### src/hdl/mtep_pkg.sv
// Package for the MIDI track event parser.
// Holds the parse phase and record kind types and the byte codes of the track format.
// No dependencies.
package mtep_pkg;

  localparam int unsigned MaxQuantityBytes = 4;
  localparam int unsigned QuantityWidth = 28;
  localparam int unsigned TempoWidth = 32;

  localparam logic [7:0] DataMask = 8'h7F;
  localparam logic [7:0] StatusMetaPrefix = 8'hFF;
  localparam logic [7:0] MetaEndOfTrack = 8'h2F;
  localparam logic [7:0] MetaTempo = 8'h51;
  localparam logic [7:0] MetaTimeSignature = 8'h58;
  localparam logic [7:0] ChannelStatusLow = 8'h80;
  localparam logic [7:0] ChannelStatusHigh = 8'hEF;
  localparam logic [7:0] OneDataLow = 8'hC0;
  localparam logic [7:0] OneDataHigh = 8'hDF;

  typedef enum logic [2:0] {
    PH_DELTA = 3'd0,
    PH_STATUS = 3'd1,
    PH_DATA1 = 3'd2,
    PH_DATA2 = 3'd3,
    PH_MTYPE = 3'd4,
    PH_MLEN = 3'd5,
    PH_MBODY = 3'd6,
    PH_DONE = 3'd7
  } parse_phase_e;

  typedef enum logic [2:0] {
    EV_CHANNEL = 3'd0,
    EV_TEMPO = 3'd1,
    EV_TIME_SIG = 3'd2,
    EV_OTHER_META = 3'd3,
    EV_END_OF_TRACK = 3'd4,
    EV_UNKNOWN_STATUS = 3'd5,
    EV_LENGTH_OVERFLOW = 3'd6
  } event_kind_e;

  function automatic logic is_one_data(input logic [7:0] status);
    return (status >= OneDataLow) && (status <= OneDataHigh);
  endfunction

endpackage

### src/hdl/midi_track_event_parser.sv
// MIDI track event parser: top level with stream ports on both sides.
// Depends on mtep_pkg for phase and kind types and the track byte codes.
// One byte is accepted per cycle unless the output stalls; a byte goes through an input
// register, a short state update and a result register, which holds the record of the byte
// that completes its event. Delta times and meta lengths are variable-length quantities of
// at most MAX_QUANTITY_BYTES bytes; a longer one gives a length overflow record. Tempo and
// time signature survive a track start, everything else is cleared by it. After an
// end-of-track meta the parser ignores bytes until the next byte flagged as track start.
module midi_track_event_parser
  import mtep_pkg::*;
#(
  parameter int unsigned MAX_QUANTITY_BYTES = MaxQuantityBytes
) (
  input  logic         clk_i,
  input  logic         rst_ni,
  input  logic         s_axis_tvalid_i,
  output logic         s_axis_tready_o,
  // [7:0] input_byte
  input  logic [7:0]   s_axis_tdata_i,
  // [0] track_start
  input  logic         s_axis_tuser_i,
  output logic         m_axis_tvalid_o,
  input  logic         m_axis_tready_i,
  // [27:0] delta_ticks, [35:28] status_byte, [43:36] data_first, [51:44] data_second,
  // [83:52] tempo_us, [91:84] beat_numerator, [99:92] beat_denominator_log2, [103:100] zero
  output logic [103:0] m_axis_tdata_o,
  // [2:0] event_kind, [3] used_running_status
  output logic [3:0]   m_axis_tuser_o
);

  localparam int unsigned CntW = 3;
  localparam logic [CntW-1:0] MaxCnt = CntW'(MAX_QUANTITY_BYTES);

  logic       in_valid_q;
  logic [7:0] in_byte_q;
  logic       in_start_q;
  logic       advance;
  logic       process;

  parse_phase_e             phase_q, phase_d, ph;
  logic [QuantityWidth-1:0] qacc_q, qacc_d, qacc;
  logic [CntW-1:0]          qcnt_q, qcnt_d, qcnt;
  logic [QuantityWidth-1:0] delta_q, delta_d, delta;
  logic [7:0]               rs_q, rs_d, rs;
  logic [7:0]               fd_q, fd_d, fd;
  logic [7:0]               mt_q, mt_d, mt;
  logic [QuantityWidth-1:0] mrem_q, mrem_d, mrem;
  logic [1:0]               midx_q, midx_d, midx;
  logic                     run_q, run_d, run;
  logic [TempoWidth-1:0]    tempo_q, tempo_d;
  logic [7:0]               num_q, num_d;
  logic [7:0]               den_q, den_d;

  logic [QuantityWidth-1:0] qval;
  logic [CntW-1:0]          qinc;
  logic                     qmore;
  logic                     qovf;
  logic [QuantityWidth-1:0] mrem_dec;

  logic                     emit;
  event_kind_e              e_kind;
  logic [QuantityWidth-1:0] e_delta;
  logic [7:0]               e_status;
  logic [7:0]               e_d1;
  logic [7:0]               e_d2;
  logic                     e_run;
  event_kind_e              meta_kind;

  logic                     out_valid_q;
  event_kind_e              out_kind_q;
  logic [QuantityWidth-1:0] out_delta_q;
  logic [7:0]               out_status_q;
  logic [7:0]               out_d1_q;
  logic [7:0]               out_d2_q;
  logic [TempoWidth-1:0]    out_tempo_q;
  logic [7:0]               out_num_q;
  logic [7:0]               out_den_q;
  logic                     out_run_q;

  assign advance = !out_valid_q || m_axis_tready_i;
  assign process = in_valid_q && advance;
  assign s_axis_tready_o = !in_valid_q || advance;

  always_ff @(posedge clk_i or negedge rst_ni) begin
    if (!rst_ni) begin
      in_valid_q <= 1'b0;
    end else if (s_axis_tready_o) begin
      in_valid_q <= s_axis_tvalid_i;
    end
  end

  always_ff @(posedge clk_i) begin
    if (s_axis_tready_o && s_axis_tvalid_i) begin
      in_byte_q <= s_axis_tdata_i;
      in_start_q <= s_axis_tuser_i;
    end
  end

  always_comb begin
    ph = in_start_q ? PH_DELTA : phase_q;
    qacc = in_start_q ? '0 : qacc_q;
    qcnt = in_start_q ? '0 : qcnt_q;
    delta = in_start_q ? '0 : delta_q;
    rs = in_start_q ? '0 : rs_q;
    fd = in_start_q ? '0 : fd_q;
    mt = in_start_q ? '0 : mt_q;
    mrem = in_start_q ? '0 : mrem_q;
    midx = in_start_q ? '0 : midx_q;
    run = in_start_q ? 1'b0 : run_q;

    qval = {qacc[QuantityWidth-8:0], in_byte_q[6:0]};
    qinc = qcnt + CntW'(1);
    qmore = in_byte_q[7];
    qovf = qmore && (qinc >= MaxCnt);
    mrem_dec = mrem - QuantityWidth'(1);

    phase_d = ph;
    qacc_d = qacc;
    qcnt_d = qcnt;
    delta_d = delta;
    rs_d = rs;
    fd_d = fd;
    mt_d = mt;
    mrem_d = mrem;
    midx_d = midx;
    run_d = run;
    tempo_d = tempo_q;
    num_d = num_q;
    den_d = den_q;

    meta_kind = (mt == MetaTempo) ? EV_TEMPO :
                (mt == MetaTimeSignature) ? EV_TIME_SIG : EV_OTHER_META;

    emit = 1'b0;
    e_kind = EV_CHANNEL;
    e_delta = delta;
    e_status = 8'h00;
    e_d1 = 8'h00;
    e_d2 = 8'h00;
    e_run = 1'b0;

    unique case (ph)
      PH_DELTA: begin
        if (qmore && !qovf) begin
          qacc_d = qval;
          qcnt_d = qinc;
        end else begin
          delta_d = qval;
          e_delta = qval;
          qacc_d = '0;
          qcnt_d = '0;
          if (qovf) begin
            emit = 1'b1;
            e_kind = EV_LENGTH_OVERFLOW;
          end else begin
            phase_d = PH_STATUS;
          end
        end
      end
      PH_STATUS: begin
        if (in_byte_q == StatusMetaPrefix) begin
          phase_d = PH_MTYPE;
        end else if (in_byte_q <= DataMask) begin
          if (rs < ChannelStatusLow || rs > ChannelStatusHigh) begin
            phase_d = PH_DELTA;
            emit = 1'b1;
            e_kind = EV_UNKNOWN_STATUS;
            e_status = in_byte_q;
          end else if (is_one_data(rs)) begin
            phase_d = PH_DELTA;
            emit = 1'b1;
            e_status = rs;
            e_d1 = in_byte_q;
            e_run = 1'b1;
          end else begin
            fd_d = in_byte_q;
            run_d = 1'b1;
            phase_d = PH_DATA2;
          end
        end else if (in_byte_q <= ChannelStatusHigh) begin
          rs_d = in_byte_q;
          run_d = 1'b0;
          phase_d = PH_DATA1;
        end else begin
          phase_d = PH_DELTA;
          emit = 1'b1;
          e_kind = EV_UNKNOWN_STATUS;
          e_status = in_byte_q;
        end
      end
      PH_DATA1: begin
        if (is_one_data(rs)) begin
          phase_d = PH_DELTA;
          emit = 1'b1;
          e_status = rs;
          e_d1 = in_byte_q;
        end else begin
          fd_d = in_byte_q;
          phase_d = PH_DATA2;
        end
      end
      PH_DATA2: begin
        phase_d = PH_DELTA;
        emit = 1'b1;
        e_status = rs;
        e_d1 = fd;
        e_d2 = in_byte_q;
        e_run = run;
      end
      PH_MTYPE: begin
        mt_d = in_byte_q;
        qacc_d = '0;
        qcnt_d = '0;
        phase_d = PH_MLEN;
      end
      PH_MLEN: begin
        if (qmore && !qovf) begin
          qacc_d = qval;
          qcnt_d = qinc;
        end else begin
          mrem_d = qval;
          qacc_d = '0;
          qcnt_d = '0;
          if (qovf) begin
            phase_d = PH_DELTA;
            emit = 1'b1;
            e_kind = EV_LENGTH_OVERFLOW;
            e_status = mt;
          end else begin
            midx_d = '0;
            if (mt == MetaEndOfTrack) begin
              phase_d = PH_DONE;
              emit = 1'b1;
              e_kind = EV_END_OF_TRACK;
              e_status = MetaEndOfTrack;
            end else begin
              if (mt == MetaTempo) begin
                tempo_d = '0;
              end
              if (qval == '0) begin
                phase_d = PH_DELTA;
                emit = 1'b1;
                e_kind = meta_kind;
                e_status = mt;
              end else begin
                phase_d = PH_MBODY;
              end
            end
          end
        end
      end
      PH_MBODY: begin
        if (mt == MetaTempo) begin
          tempo_d = {tempo_q[TempoWidth-9:0], in_byte_q};
        end else if (mt == MetaTimeSignature) begin
          if (midx == 2'd0) begin
            num_d = in_byte_q;
          end else if (midx == 2'd1) begin
            den_d = in_byte_q;
          end
        end
        if (midx != 2'd3) begin
          midx_d = midx + 2'd1;
        end
        mrem_d = mrem_dec;
        if (mrem_dec == '0) begin
          phase_d = PH_DELTA;
          emit = 1'b1;
          e_kind = meta_kind;
          e_status = mt;
        end
      end
      PH_DONE: begin
        phase_d = PH_DONE;
      end
    endcase
  end

  always_ff @(posedge clk_i or negedge rst_ni) begin
    if (!rst_ni) begin
      phase_q <= PH_DELTA;
      qacc_q <= '0;
      qcnt_q <= '0;
      delta_q <= '0;
      rs_q <= '0;
      fd_q <= '0;
      mt_q <= '0;
      mrem_q <= '0;
      midx_q <= '0;
      run_q <= 1'b0;
      tempo_q <= '0;
      num_q <= '0;
      den_q <= '0;
    end else if (process) begin
      phase_q <= phase_d;
      qacc_q <= qacc_d;
      qcnt_q <= qcnt_d;
      delta_q <= delta_d;
      rs_q <= rs_d;
      fd_q <= fd_d;
      mt_q <= mt_d;
      mrem_q <= mrem_d;
      midx_q <= midx_d;
      run_q <= run_d;
      tempo_q <= tempo_d;
      num_q <= num_d;
      den_q <= den_d;
    end
  end

  always_ff @(posedge clk_i or negedge rst_ni) begin
    if (!rst_ni) begin
      out_valid_q <= 1'b0;
    end else if (advance) begin
      out_valid_q <= process && emit;
    end
  end

  always_ff @(posedge clk_i) begin
    if (process && emit) begin
      out_kind_q <= e_kind;
      out_delta_q <= e_delta;
      out_status_q <= e_status;
      out_d1_q <= e_d1;
      out_d2_q <= e_d2;
      out_tempo_q <= tempo_d;
      out_num_q <= num_d;
      out_den_q <= den_d;
      out_run_q <= e_run;
    end
  end

  assign m_axis_tvalid_o = out_valid_q;
  assign m_axis_tdata_o = {4'h0, out_den_q, out_num_q, out_tempo_q, out_d2_q, out_d1_q,
                           out_status_q, out_delta_q};
  assign m_axis_tuser_o = {out_run_q, out_kind_q};

  a_qcnt_bound: assert property (@(posedge clk_i) disable iff (!rst_ni)
    qcnt_q < MaxCnt)
    else $error("quantity byte count reached its limit without an overflow record");

  a_running_status_legal: assert property (@(posedge clk_i) disable iff (!rst_ni)
    (rs_q == 8'h00) || ((rs_q >= ChannelStatusLow) && (rs_q <= ChannelStatusHigh)))
    else $error("running status holds a byte that is not a channel status");

  a_eot_stops: assert property (@(posedge clk_i) disable iff (!rst_ni)
    (process && emit && (e_kind == EV_END_OF_TRACK)) |=> (phase_q == PH_DONE))
    else $error("parser did not stop after end of track");

  a_run_only_channel: assert property (@(posedge clk_i) disable iff (!rst_ni)
    (out_valid_q && out_run_q) |-> (out_kind_q == EV_CHANNEL))
    else $error("running status flag set on a record that is not a channel message");

endmodule

### config.mk
export PLATFORM = sky130hd
export DESIGN_NAME = midi_track_event_parser
export DESIGN_NICKNAME = d
export VERILOG_FILES = /design/src/hdl/mtep_pkg.sv /design/src/hdl/midi_track_event_parser.sv
export SDC_FILE = /design/constraint.sdc
export NUM_CORES = 1
export LEC_CHECK = 0
export BUFFER_PORTS_ARGS = -buffer_cell sky130_fd_sc_hd__buf_4
export CAP_MARGIN = 20
export CORE_ASPECT_RATIO = 0.5
export CORE_MARGIN = 3
export CORE_UTILIZATION = 40
export CTS_CLUSTER_SIZE = 16
export DETAILED_ROUTE_END_ITERATION = 6
export GPL_TIMING_DRIVEN = 0
export SKIP_LAST_GASP = 1
export SYNTH_ARGS = -nofsm -noshare
export SYNTH_HDL_FRONTEND = slang
export SYNTH_SLANG_ARGS = --single-unit
export TNS_END_PERCENT = 100
### constraint.sdc
create_clock -name clk_i -period 23 [get_ports clk_i]
set_clock_uncertainty 0.2 [all_clocks]
set_input_delay 3.45 -clock clk_i [delete_from_list [all_inputs] [get_ports clk_i]]
set_output_delay 3.45 -clock clk_i [all_outputs]
set_load 0.02 [all_outputs]
==> key figures <==
Status
  – Status: finished, final reports clean

Worst setup path
  – Reg2reg path depth: 18
  – Data required time of the worst path: 23050 ps
  – Crit end category: flip-flop
  – CP Class: flip-flop to flip-flop
  – FF-to-FF Start: in_start_q
  – CP startpoint kind: flip-flop
  – Critical Path Fanout Max: 30
  – Reg-to-reg setup timing slack: about 15000 ps
  – Launch point of the worst path: in_start_q
  – Worst EP arrival: 8330 ps
  – Worst r2r dst: out_d2_q[4]

Placed design
  – Area after DPL: ~0.015 mm2
  – # port buffers: between 100 and 150
  – GPL Wtd Cong: 0.948
  – Dpl cells: 1869
  – HPWL after DPL: between 30000 and 40000 um

Synth
  – Number of flops mapped to enable cells by yosys: about 110
  – Avg Inst Size Synth: ~10 um2
  – Seq cells post-synth: roughly 270
  – Mapped cell area: between 0.01 and 0.015 mm2
  – Post-synth top flop: dfrtp_1
  – Cells after Synth: approximately 1300
  – Sequential-to-total area share from yosys stat: 55.5%
  – Yosys cell types: 73
  – YS warnings: 0
  – Post-synth ARST share: 58.6%

Clocking
  – Clock transition at the registers of the reported paths: 60 ps
  – Resized cells post-CTS: 0
  – CTS tree: built
  – Num CTS Buffers: 27
  – H-tree depth: 1
  – Worst skew pair latency: 570 ps
  – CTS root buf: clkbuf_16
  – TritonCTS sink count: around 270
  – Setup Fix Bufs, Post-CTS: 0
  – CTS Hold Buffers Added: 0
  – Clock tree buffer depth: 3

Global route
  – GR Overflow Total: 0
  – First-pass GRT wire length: 68600 um
  – Largest net degree at the start of global routing: 101
  – Vias in the first global route: 11221
  – Tot GR Track Use: 24.8%
  – Initial antenna violation count: 1

Die
  – Die footprint: ~0.036 mm2
  – Rows: 46
  – Initial core utilization: 41.3%
  – Die Y: 135 um
  – Die width: ~260 um
  – Ports: 123
  – Core area: about 0.032 mm2

STA
  – Final period util: 36.0%
  – Worst Hold Slack: ~280 ps
  – Slew HR: a little over a fifth
  – Final setup viols: 0
  – Setup TNS: 0 ps
  – Fmax: 121 MHz
  – Final hold vios: 0
  – Unrepaired setup endpoints after global routing: no
  – Worst-Margin Slew: 1170 ps
  – Fin crit period: 8270 ps
  – Final Slew Violations: 0

Min path
  – Hold Path Depth: 2
  – Hold Crit Class: flip-flop to flip-flop
  – Min-delay src: den_q[2]
  – Worst Hold End: den_q[2]

Power
  – Leak: roughly 6.6 nW
  – Peak VDD IR: about 56 uV
  – Pwr/cell area: 85.5 mW/mm2
  – Total Power: around 1.3 mW

Layout
  – Fin area: 0.0157 mm2
  – Finished Layout Cells: 1919
  – Share of layout cells above drive strength 1: 15.7%
  – N_diodes: 0
  – Synth-to-Final Area Change: 18.0%
  – Final Net Count: around 1500

Drt
  – Post-DR wirelength/cell: 23.3 um
  – Post-route ant nets: 0
  – DR vias: ~11000
  – Final wirelength: between 40000 and 50000 um
  – DRC violations left: 0
  – Starting DRT DRC Count: roughly 1200
  – Vias per cell: between 5 and 6
  – 1st-pass router iterations: 6

Job
  – Max Cap Viol: 0
[cells in the mapped netlist (all sizes together) (4+ instances only)]
library cell  count  area [um2]
and3             22         138
nor4b             5        43.8
nand4            15        93.8
nor2b            13        81.3
nor2             69         259
dfrtp           160        4000
a21oi            65         325
a221o             5        50.1
edfxtp          113        3390
a31oi            16         100
clkbuf           85         319
or4               6        48.8
o211ai            6        45.0
o21ai            71         355
and2              5        31.3
nor3             26         130
o22ai            12        75.1
a41oi             6        52.6
a22oi            36         270
nand2           269        1010
mux2             50         563
nand2b           12        75.1
buf              22         130
a22o             64         561
or3               7        43.8
and4              4        35.0
xnor2             7        61.3
nor4             20         125
a21o             14         105
o31ai             4        30.0
nand3            17        85.1
inv              11        41.3
o31a              7        61.3
o21a              4        30.0
xor2              6        52.6
[cell usage in the layout (no fill, tap or decap), types with 4 or more instances in the layout]
cell         n
and2_1       4
clkinv_2     4
a22oi_1     36
edfxtp_1   113
or3_1        7
o211ai_1     6
a22o_1      64
nor4_1      20
or4_1        5
buf_1       11
buf_4      123
dfrtp_1    160
a221o_1      5
mux2_2      50
clkbuf_16   27
conb_1       4
a41oi_1      6
nor4b_1      5
and4_1       4
a31oi_1     15
inv_1       11
a21o_1      14
a21oi_1     65
o22ai_1     12
nor2b_1     13
nor2_1      69
o31a_1       7
and3_1      22
xnor2_1      7
o21a_1       4
o21ai_0     68
nand2b_1    12
o31ai_1      4
nand2_1    269
nand3_1     17
xor2_1       6
nor3_1      26
nand4_1     15
clkbuf_1    93
[through the flow]
| step | util, % | worst slack, ps |
|---|---|---|
| after CTS | 48.7 | 14950 |
| final | 48.7 | 14730 |
| after detailed placement | 46.2 | 14990 |
| after floorplan | - | 12680 |
| after global routing | 48.7 | 14440 |
| after global placement | 45.8 | 8660 |
[worst max-delay path by stage]
stage,endpoint,slack (ps),cells after the start
6_report,out_d2_q[4],14730,18
5_1_grt,out_d2_q[4],14440,18
4_1_cts,out_d2_q[1],14950,18
3_5_place_dp,out_d2_q[1],14990,18
3_3_place_gp,out_kind_q[0],8660,16
2_1_floorplan,out_d1_q[0],12680,6
[kinds of logic after synthesis]
kind of cell,synth area share (%)
compound gates,17.8
xor+xnor,0.855
mux,4.45
fa+ha+maj,0.282
flops,55.5
buf+inv,3.74
other cells,0.0282
simple gates,17.3
[where the power goes]
group	total (mW)	internal (mW)	leakage, nW	switching [mW]
Sequential	0.610	0.566	3.27	0.0440
Clock	0.429	0.229	0.407	0.200
Combinational	0.304	0.105	2.90	0.199
Total	1.34	0.900	6.58	0.443
[critical path, stage by stage, from the launching register on]
cell,delay [ps]
edfxtp_1,550
clkbuf_1,530
clkbuf_1,640
clkinv_1,590
clkbuf_1,450
clkbuf_1,450
nand2_1,210
ha_1,170
buf_4,160
nor4b_1,680
o21ai_0,250
o311ai_0,500
o2111ai_1,200
nor4_1,470
nand4_1,400
buf_6,290
a31oi_4,710
buf_16,260
buf_12,220
[sequential cells by signal, indices dropped and copies added, names as in the netlist, 21 cells and up]
name	count
out_tempo_q	32
tempo_q	32
delta_q	28
mrem_q	28
out_delta_q	28
qacc_q	21
[metal layers]
metal / wire (um) / GRT usage (%)
met5: 45 / 0.946
met4: 1070 / 6.63
met3: 4180 / 5.17
met2: 19800 / 38.3
met1: 19600 / 35.6
[layout make-up]
class | instances | area, um2
inverter | 13 | 48.8
buffer | 107 | 449
timing repair buffer | 123 | 993
clock inverter | 12 | 83.8
fill | 3003 | 16500
tap | 432 | 541
multi-input combinational | 921 | 5450
clock buffer | 38 | 747
sequential | 273 | 7400
No activity file was read; power rests on OpenSTA's default activity.
